`src/sv/skt_pkg.sv`:
```
// ----------------------------------------------------------------------------
// skt_pkg
// shared types and constants of the sorted key table
// ----------------------------------------------------------------------------
package skt_pkg;

    localparam int DEPTH   = 64;
    localparam int KEY_W   = 32;
    localparam int AW      = (DEPTH > 1) ? $clog2(DEPTH) : 1;
    localparam int CNT_W   = $clog2(DEPTH + 1);
    localparam int ACT_W   = 2;
    localparam int STAT_W  = 2;
    localparam int OCNT_W  = 7;

    typedef enum logic [ACT_W-1:0] {
        ACT_INSERT = 2'd0,
        ACT_SEARCH = 2'd1,
        ACT_REMOVE = 2'd2
    } t_action;

    typedef enum logic [STAT_W-1:0] {
        ST_OK    = 2'd0,
        ST_EMPTY = 2'd1,
        ST_FULL  = 2'd2
    } t_status;

    typedef enum logic [2:0] {
        S_IDLE,
        S_RD,
        S_EX,
        S_PUT,
        S_DONE
    } t_state;

    // one write and one read port of the key store
    typedef struct packed {
        logic                    we;
        logic [AW-1:0]           waddr;
        logic signed [KEY_W-1:0] wdata;
        logic                    re;
        logic [AW-1:0]           raddr;
    } t_ram_req;

    // shared compare unit result
    typedef struct packed {
        logic eq;
        logic ge;
    } t_cmp_res;

    // finished result from the sequencer
    typedef struct packed {
        logic              valid;
        logic              found;
        logic [STAT_W-1:0] status;
        logic [OCNT_W-1:0] entry_count;
    } t_result;

endpackage

```
`src/sv/skt_if.sv`:
```
// ----------------------------------------------------------------------------
// skt_if
// valid/ready channels carrying request and result words
// ----------------------------------------------------------------------------
interface skt_in_if import skt_pkg::*; ();
    logic                    valid;
    logic                    ready;
    logic [ACT_W-1:0]        action;
    logic signed [KEY_W-1:0] key;

    modport source (output valid, output action, output key, input ready);
    modport sink   (input valid, input action, input key, output ready);
endinterface

interface skt_out_if import skt_pkg::*; ();
    logic              valid;
    logic              ready;
    logic              found;
    logic [STAT_W-1:0] status;
    logic [OCNT_W-1:0] entry_count;

    modport source (output valid, output found, output status, output entry_count,
                    input ready);
    modport sink   (input valid, input found, input status, input entry_count,
                    output ready);
endinterface

```
`src/sv/skt_key_ram.sv`:
```
// ----------------------------------------------------------------------------
// skt_key_ram
// key store, one write and one registered read per cycle
// ----------------------------------------------------------------------------
module skt_key_ram import skt_pkg::*; (
    input  logic                    i_clk,
    input  t_ram_req                i_req,
    output logic signed [KEY_W-1:0] o_rd_data
);

    logic signed [KEY_W-1:0] mem [DEPTH];
    logic signed [KEY_W-1:0] r_rd_data;

    always_ff @(posedge i_clk) begin
        if (i_req.we) begin
            mem[i_req.waddr] <= i_req.wdata;
        end
    end

    always_ff @(posedge i_clk) begin
        if (i_req.re) begin
            r_rd_data <= mem[i_req.raddr];
        end
    end

    assign o_rd_data = r_rd_data;

endmodule

```
`src/sv/skt_cmp.sv`:
```
// ----------------------------------------------------------------------------
// skt_cmp
// shared signed compare of a stored key against the request key
// ----------------------------------------------------------------------------
module skt_cmp import skt_pkg::*; (
    input  logic signed [KEY_W-1:0] i_a,
    input  logic signed [KEY_W-1:0] i_b,
    output t_cmp_res                o_res
);

    always_comb begin
        o_res.eq = (i_a == i_b);
        o_res.ge = (i_a >= i_b);
    end

endmodule

```
`src/sv/skt_seq.sv`:
```
// ----------------------------------------------------------------------------
// skt_seq
// sequencer walking the key store one entry at a time
// ----------------------------------------------------------------------------
module skt_seq import skt_pkg::*; (
    input  logic                    i_clk,
    input  logic                    i_rst_n,
    input  logic                    i_in_valid,
    input  logic [ACT_W-1:0]        i_action,
    input  logic signed [KEY_W-1:0] i_key,
    output logic                    o_in_ready,
    input  logic                    i_res_free,
    output t_result                 o_res,
    output t_ram_req                o_ram_req,
    input  logic signed [KEY_W-1:0] i_rd_data,
    input  t_cmp_res                i_cmp,
    output logic signed [KEY_W-1:0] o_key
);

    t_state                  r_state,  n_state;
    logic [ACT_W-1:0]        r_action, n_action;
    logic signed [KEY_W-1:0] r_key,    n_key;
    logic [CNT_W-1:0]        r_idx,    n_idx;
    logic [CNT_W-1:0]        r_wr,     n_wr;
    logic [CNT_W-1:0]        r_count,  n_count;
    logic                    r_found,  n_found;
    logic [STAT_W-1:0]       r_status, n_status;

    logic [CNT_W-1:0]        idx_dn;
    logic [CNT_W-1:0]        idx_up;
    logic [CNT_W-1:0]        wr_up;

    assign idx_dn = CNT_W'(r_idx - 1'b1);
    assign idx_up = CNT_W'(r_idx + 1'b1);
    assign wr_up  = CNT_W'(r_wr + 1'b1);

    always_ff @(posedge i_clk) begin
        if (!i_rst_n) begin
            r_state <= S_IDLE;
            r_count <= '0;
        end else begin
            r_state <= n_state;
            r_count <= n_count;
        end
    end

    always_ff @(posedge i_clk) begin
        r_action <= n_action;
        r_key    <= n_key;
        r_idx    <= n_idx;
        r_wr     <= n_wr;
        r_found  <= n_found;
        r_status <= n_status;
    end

    always_comb begin
        n_state   = r_state;
        n_action  = r_action;
        n_key     = r_key;
        n_idx     = r_idx;
        n_wr      = r_wr;
        n_count   = r_count;
        n_found   = r_found;
        n_status  = r_status;
        o_ram_req = '0;
        o_in_ready = 1'b0;
        o_res     = '0;

        case (r_state)
            S_IDLE: begin
                o_in_ready = 1'b1;
                if (i_in_valid) begin
                    n_action = i_action;
                    n_key    = i_key;
                    n_found  = 1'b0;
                    n_status = ST_OK;
                    n_idx    = '0;
                    n_wr     = '0;
                    case (t_action'(i_action))
                        ACT_INSERT: begin
                            if (r_count >= CNT_W'(DEPTH)) begin
                                n_status = ST_FULL;
                                n_state  = S_DONE;
                            end else if (r_count == '0) begin
                                n_state = S_PUT;
                            end else begin
                                n_idx   = r_count;
                                n_state = S_RD;
                            end
                        end
                        ACT_SEARCH, ACT_REMOVE: begin
                            if (r_count == '0) begin
                                n_status = ST_EMPTY;
                                n_state  = S_DONE;
                            end else begin
                                n_state = S_RD;
                            end
                        end
                        default: n_state = S_DONE;
                    endcase
                end
            end

            S_RD: begin
                o_ram_req.re = 1'b1;
                if (t_action'(r_action) == ACT_INSERT) begin
                    o_ram_req.raddr = idx_dn[AW-1:0];
                end else begin
                    o_ram_req.raddr = r_idx[AW-1:0];
                end
                n_state = S_EX;
            end

            S_EX: begin
                case (t_action'(r_action))
                    ACT_INSERT: begin
                        o_ram_req.we    = 1'b1;
                        o_ram_req.waddr = r_idx[AW-1:0];
                        if (i_cmp.ge) begin
                            // entry not less than key moves up one place
                            o_ram_req.wdata = i_rd_data;
                            n_idx   = idx_dn;
                            n_state = (idx_dn == '0) ? S_PUT : S_RD;
                        end else begin
                            o_ram_req.wdata = r_key;
                            n_count = CNT_W'(r_count + 1'b1);
                            n_state = S_DONE;
                        end
                    end
                    ACT_SEARCH: begin
                        n_idx = idx_up;
                        if (i_cmp.eq) begin
                            n_found = 1'b1;
                            n_state = S_DONE;
                        end else begin
                            n_state = (idx_up == r_count) ? S_DONE : S_RD;
                        end
                    end
                    ACT_REMOVE: begin
                        n_idx = idx_up;
                        if (i_cmp.eq) begin
                            n_found = 1'b1;
                        end else begin
                            // compact surviving entries toward the bottom
                            o_ram_req.we    = 1'b1;
                            o_ram_req.waddr = r_wr[AW-1:0];
                            o_ram_req.wdata = i_rd_data;
                            n_wr            = wr_up;
                        end
                        if (idx_up == r_count) begin
                            n_count = n_wr;
                            n_state = S_DONE;
                        end else begin
                            n_state = S_RD;
                        end
                    end
                    default: n_state = S_DONE;
                endcase
            end

            S_PUT: begin
                o_ram_req.we    = 1'b1;
                o_ram_req.waddr = r_idx[AW-1:0];
                o_ram_req.wdata = r_key;
                n_count = CNT_W'(r_count + 1'b1);
                n_state = S_DONE;
            end

            S_DONE: begin
                o_res.valid       = 1'b1;
                o_res.found       = r_found;
                o_res.status      = r_status;
                o_res.entry_count = OCNT_W'(r_count);
                if (i_res_free) begin
                    n_state = S_IDLE;
                end
            end

            default: n_state = S_IDLE;
        endcase
    end

    assign o_key = r_key;

    a_count_range: assert property (@(posedge i_clk) disable iff (!i_rst_n)
        r_count <= CNT_W'(DEPTH))
        else $error("entry count beyond depth");

    a_no_idle_write: assert property (@(posedge i_clk) disable iff (!i_rst_n)
        (r_state == S_IDLE) |-> !o_ram_req.we)
        else $error("store written while idle");

    a_insert_grows: assert property (@(posedge i_clk) disable iff (!i_rst_n)
        (r_state == S_PUT) |=> (r_count == CNT_W'($past(r_count) + 1'b1)))
        else $error("insert did not grow the count");

    a_remove_shrinks: assert property (@(posedge i_clk) disable iff (!i_rst_n)
        (r_state == S_EX && r_action == ACT_REMOVE) |=> (r_count <= $past(r_count)))
        else $error("remove grew the count");

endmodule

```
`src/sv/sorted_key_table.sv`:
```
// ----------------------------------------------------------------------------
// sorted_key_table
// order of work: a full insert, an empty search/remove or an unused action goes straight
//   to the result; an insert moves each entry not less than the key up one place from the
//   top and stops at a smaller entry; a search compares entries from the bottom up to the
//   first match; a remove walks all entries and drops every match
// flow: one request at a time, the next one is taken after the result word is handed on
// reset: synchronous active low, clears the count and the sequencer; keys are not cleared
// ----------------------------------------------------------------------------
module sorted_key_table import skt_pkg::*; (
    input  logic      i_clk,
    input  logic      i_rst_n,
    skt_in_if.sink    i_in,
    skt_out_if.source o_out
);

    // sequencer to store, compare unit and output register
    t_ram_req                ram_req;
    logic signed [KEY_W-1:0] rd_data;
    logic signed [KEY_W-1:0] seq_key;
    t_cmp_res                cmp_res;
    t_result                 seq_res;
    logic                    in_ready;

    // output word register, lets the sequencer go on to the next request while the sink stalls
    logic                    r_out_valid;
    logic                    r_found;
    logic [STAT_W-1:0]       r_status;
    logic [OCNT_W-1:0]       r_entry_count;
    logic                    res_free;

    assign res_free   = !r_out_valid || o_out.ready;
    assign i_in.ready = in_ready;

    skt_seq u_seq (
        .i_clk      (i_clk),
        .i_rst_n    (i_rst_n),
        .i_in_valid (i_in.valid),
        .i_action   (i_in.action),
        .i_key      (i_in.key),
        .o_in_ready (in_ready),
        .i_res_free (res_free),
        .o_res      (seq_res),
        .o_ram_req  (ram_req),
        .i_rd_data  (rd_data),
        .i_cmp      (cmp_res),
        .o_key      (seq_key)
    );

    // stored keys, ascending order
    skt_key_ram u_ram (
        .i_clk     (i_clk),
        .i_req     (ram_req),
        .o_rd_data (rd_data)
    );

    // one compare shared by all three actions
    skt_cmp u_cmp (
        .i_a   (rd_data),
        .i_b   (seq_key),
        .o_res (cmp_res)
    );

    always_ff @(posedge i_clk) begin
        if (!i_rst_n) begin
            r_out_valid <= 1'b0;
        end else if (res_free) begin
            r_out_valid <= seq_res.valid;
        end
    end

    // payload only moves when a finished word is taken in
    always_ff @(posedge i_clk) begin
        if (res_free && seq_res.valid) begin
            r_found       <= seq_res.found;
            r_status      <= seq_res.status;
            r_entry_count <= seq_res.entry_count;
        end
    end

    assign o_out.valid       = r_out_valid;
    assign o_out.found       = r_found;
    assign o_out.status      = r_status;
    assign o_out.entry_count = r_entry_count;

    // no new request while a finished word still waits in the sequencer
    a_busy_not_ready: assert property (@(posedge i_clk) disable iff (!i_rst_n)
        seq_res.valid |-> !in_ready)
        else $error("request taken while a result is pending");

    // a dropped insert never reports a match
    a_full_not_found: assert property (@(posedge i_clk) disable iff (!i_rst_n)
        (r_out_valid && r_status == ST_FULL) |-> !r_found)
        else $error("full status with found set");

endmodule
```
`src/flat_wrapper.sv`:
```
// flat-port wrapper written by rule: the top's interface ports become plain ports
module sorted_key_table_flat import skt_pkg::*;
  (i_clk, i_rst_n, i_in_valid, i_in_action, i_in_key, i_in_ready, o_out_valid, o_out_found, o_out_status, o_out_entry_count, o_out_ready);
  skt_in_if i_in_i ();
  skt_out_if o_out_i ();
  input  logic i_clk;
  input  logic i_rst_n;
  input wire logic [$bits(i_in_i.valid)-1:0] i_in_valid;
  input wire logic [$bits(i_in_i.action)-1:0] i_in_action;
  input wire logic [$bits(i_in_i.key)-1:0] i_in_key;
  output wire logic [$bits(i_in_i.ready)-1:0] i_in_ready;
  output wire logic [$bits(o_out_i.valid)-1:0] o_out_valid;
  output wire logic [$bits(o_out_i.found)-1:0] o_out_found;
  output wire logic [$bits(o_out_i.status)-1:0] o_out_status;
  output wire logic [$bits(o_out_i.entry_count)-1:0] o_out_entry_count;
  input wire logic [$bits(o_out_i.ready)-1:0] o_out_ready;
  assign i_in_i.valid = i_in_valid;
  assign i_in_i.action = i_in_action;
  assign i_in_i.key = i_in_key;
  assign i_in_ready = i_in_i.ready;
  assign o_out_valid = o_out_i.valid;
  assign o_out_found = o_out_i.found;
  assign o_out_status = o_out_i.status;
  assign o_out_entry_count = o_out_i.entry_count;
  assign o_out_i.ready = o_out_ready;
  sorted_key_table u_core (.i_clk(i_clk), .i_rst_n(i_rst_n), .i_in(i_in_i), .o_out(o_out_i));
endmodule
```
`config.mk`:
```
export PLATFORM = sky130hd
export DESIGN_NAME = sorted_key_table_flat
export DESIGN_NICKNAME = d
export VERILOG_FILES = /design/src/sv/skt_pkg.sv /design/src/sv/skt_if.sv /design/src/sv/skt_key_ram.sv /design/src/sv/skt_cmp.sv /design/src/sv/skt_seq.sv /design/src/sv/sorted_key_table.sv /design/src/flat_wrapper.sv
export SDC_FILE = /design/constraint.sdc
export NUM_CORES = 2
export LEC_CHECK = 0
export ABC_CLOCK_PERIOD_IN_PS = 5300
export BUFFER_PORTS_ARGS = -buffer_cell sky130_fd_sc_hd__buf_2
export CAP_MARGIN = 20
export CORE_MARGIN = 2
export CORE_UTILIZATION = 50
export CTS_CLUSTER_SIZE = 20
export DETAILED_ROUTE_END_ITERATION = 6
export PLACE_DENSITY = 0.73
export SLEW_MARGIN = 30
export SYNTH_ARGS = -nofsm -noshare
export SYNTH_HDL_FRONTEND = slang
export SYNTH_HIERARCHICAL = 1
export SYNTH_SLANG_ARGS = --single-unit
```
`constraint.sdc`:
```
create_clock -name i_clk -period 5.3 [get_ports i_clk]
set_clock_uncertainty 0.05 [all_clocks]
set_input_delay 0.795 -clock i_clk [delete_from_list [all_inputs] [get_ports i_clk]]
set_output_delay 0.795 -clock i_clk [all_outputs]
set_load 0.005 [all_outputs]
```
==> metrics.txt <==
Layout area overhead 13.77%; XOR/XNOR Fraction of Synth Area less than 1%; final core occ a little under three fifths; slowest cell on the critical path nor2_4; Net Count, Synth approximately 3,900; CTS tree yes; CP required 5.77 ns; Pleak 27.56 nW; hold_buf cts 0; CTS Buffer Depth 3; wire per inst 33.65 µm; worst min-delay path category in2reg; leading cell type in the layout, fill and taps excluded edfxtp_1; main combinational cell family by area after synthesis multiplexers; Worst path max stage delay about 0.8 ns; setup_tns 0 ns; via count 42,080; WS Path Type reg2reg; Core ar. 166,800 µm²; GRT Total Usage 25.58%; Yosys cell types 76; highest-count cells in the layout ignoring fill and taps 2,141 x edfxtp_1, 544 x mux4_2, 207 x clkbuf_16, 143 x buf_4, 109 x nor2_1; Synth async-reset ratio 0%; Mapped Area 83,800 µm²; Simple-Gate Fraction of Synth Area 2.141%; worst skew pair latency 0.85 ns; largest net degree at the start of global routing 78; Slew Viols, Final 0; Buffers & Inverters on Critical Path 3; I/O Buffers 49; FP Rows 150; mux contribution to synthesized area 15.79%; outcome complete, no violations; vias in the first global route just over 40,000; Critical Path End Type flop; synthesized instance count 3,824; antenna viol nets, final 0; DRC Markers 0; root buf cell clkbuf_16; Worst IR Drop VDD 0.3668 mV; Top Family by Delay on Critical Path simple AND/OR/NAND/NOR gates; pre-CTS setup slack around 0.45 ns; Post-synth EDFFs 2,141; Congestion Overflow GR 0; first-pass GRT wire length roughly 310,000 µm; crit share post-route 95.36%; vias per cell 6.524; die width 413.4 µm; Placed Cells incl. Taps 6,080; Final #Nets 4,161; Mapped Avg Cell Area 21.91 µm²; Critical Path Fanout Max 13; H-tree levels 4; RSZ-0062 raised after global routing no; power density cells ~350 nW/µm²; CTS-repair resized insts 0; Vert. Die Dim 413.4 µm; slew at the pin closest to its max-slew limit 0.9303 ns; Ports 50; fmax 0.1979 GHz; Critical Path AT 5.52 ns; DP HPWL 124,500 µm; CP Launch Type flop; Synth Area in Compound Gates about 2.6%; initial core utilization 50.23%; register area share after synthesis roughly 77%; Yosys reg bits 2,152; clock slew at reported path FFs ~0.060 ns; CP cell instances ha_1 -> nand4_1 -> nor4_1 -> nand2_1 -> nor2_1 -> buf_4 -> inv_1 -> nand2_1 -> nor2_1 -> a22o_1 -> nor2b_1 -> nand3_1 -> nor2_4 -> buf_4; share of cells above drive strength 1 28.86%; Die ar. 170,900 µm²; initial antenna violation count 5; final WL 217,000 µm; first-pass iteration count of the detailed router 6; number of buffers created by CTS 199; Worst Hold Slack 0.1477 ns; Fin. Hold Viols 0; min cycle time layout 5.054 ns; Slew Limit Headroom 37.98%; Synth Warn # 6; Final setup violation count 0; final worst slack 0.2457 ns; setup bufs post-CTS 0; Most used DFF post-synth edfxtp_1; clock sink count ~2,200; gpl congestion 0.9026; drt initial violations 6,422; Max Cap Viol 0; adder-cell share of the synthesized area less than 1%; Non-Filler Instances 6,450
==> area by class of cell <==
cell class              instances  area [µm²]
repair buffers                263        2740
inverters                      57       215.2
fillers                     11550       71500
clock inverters               126        1166
multi-input cells            1404       18640
flip-flops and latches       2152       64510
diodes                          1       2.502
clock buffers                 243        5315
well taps                    2204        2758
==> per-stage QoR <==
stage / total power, mW / area (µm²)
floorplan: 19.29 / 83810
global placement: 19.54 / 88850
detailed placement: 19.55 / 88850
CTS: 33.57 / 95340
global route: 34.24 / 95340
finish: 33.44 / 95340
==> Yosys cell counts (10+ instances only) <==
library cell	n	area (µm²)
buf_2	67	335.3
and2_1	15	93.84
o21ai_0	17	85.08
ha_1	46	575.6
xnor2_1	15	131.4
nor2_1	175	656.9
mux2i_1	98	980.9
nand2b_1	10	62.56
nor2b_1	23	143.9
clkbuf_1	89	334.1
nand3_1	22	110.1
nor3_1	20	100.1
dfxtp_1	11	220.2
nand2_1	54	202.7
a22oi_1	13	97.59
inv_1	56	210.2
nand4_1	10	62.56
buf_4	28	210.2
o22ai_1	90	563.0
o221ai_1	27	236.5
a21oi_1	80	400.4
xor2_1	10	87.58
buf_1	21	78.83
edfxtp_1	2141	64290
mux4_2	544	12250
a22o_1	37	324.1
==> metal layers <==
metal  part of all wire [%]  vias up  track usage (%)
met1                     37    22210            35.88
met3                     12      415            5.909
li1                       -    16610                -
met2                     48     2854            39.80
met5                      0        -                0
met4                    3.7        0            8.991
==> worst reg2reg max path, stage by stage (launching register included) <==
cell and delay [ns]:
edfxtp_1 0.40, ha_1 0.33, nand4_1 0.29, nor4_1 0.64, nand2_1 0.10, nor2_1 0.12, buf_4 0.18, inv_1 0.08
nand2_1 0.16, nor2_1 0.15, a22o_1 0.24, nor2b_1 0.18, nand3_1 0.62, nor2_4 0.81, buf_4 0.38
==> registers in the layout, summed over array words and instances (netlist names), 2 cells and up <==
name and cells:
u_core/u_seq/r_idx 7, u_core/u_seq/r_wr 7, u_core/u_seq/r_count 7, u_core/u_seq/r_status 2, u_core/u_seq/r_state 3, u_core/u_seq/r_action 2, u_core/u_seq/o_key 32, u_core/o_out.status 2
u_core/u_ram/o_rd_data 32, u_core/o_out.entry_count 7, u_core/u_ram/mem 2048
==> report_power, final <==
| group | switching, mW | leakage, nW | internal [mW] | total [mW] |
|---|---|---|---|---|
| registers | 0.0405 | 18.5 | 18.5 | 18.6 |
| logic | 0.407 | 5.86 | 0.209 | 0.617 |
| clock network | 6.15 | 3.16 | 8.09 | 14.2 |
==> final timing paths <==
path | start | endpoint | slack [ns] | depth (start not counted)
setup / recovery | u_core/u_ram/o_rd_data[26] | u_core/u_ram/mem[19][8] | 0.25 | 14
hold / removal | i_in_key[18] | u_core/u_seq/o_key[18] | 0.15 | 1
setup reg to reg | u_core/u_ram/o_rd_data[26] | u_core/u_ram/mem[19][8] | 0.25 | 14
hold reg to reg | u_core/u_seq/r_status[1] | u_core/o_out.status[1] | 0.47 | 1
==> cells by family (layout without fill, tap and decap cells) <==
logic type	Yosys count	after routing
DFF	2152	2152
muxes	642	642
adders and majority gates	46	46
xor gates and xnor gates	26	26
other	0	1
and+or+nand+nor	373	373
AOI/OAI and AO/OA	317	317
buffers and inverters	268	689
(Power assumes the default switching activity.)
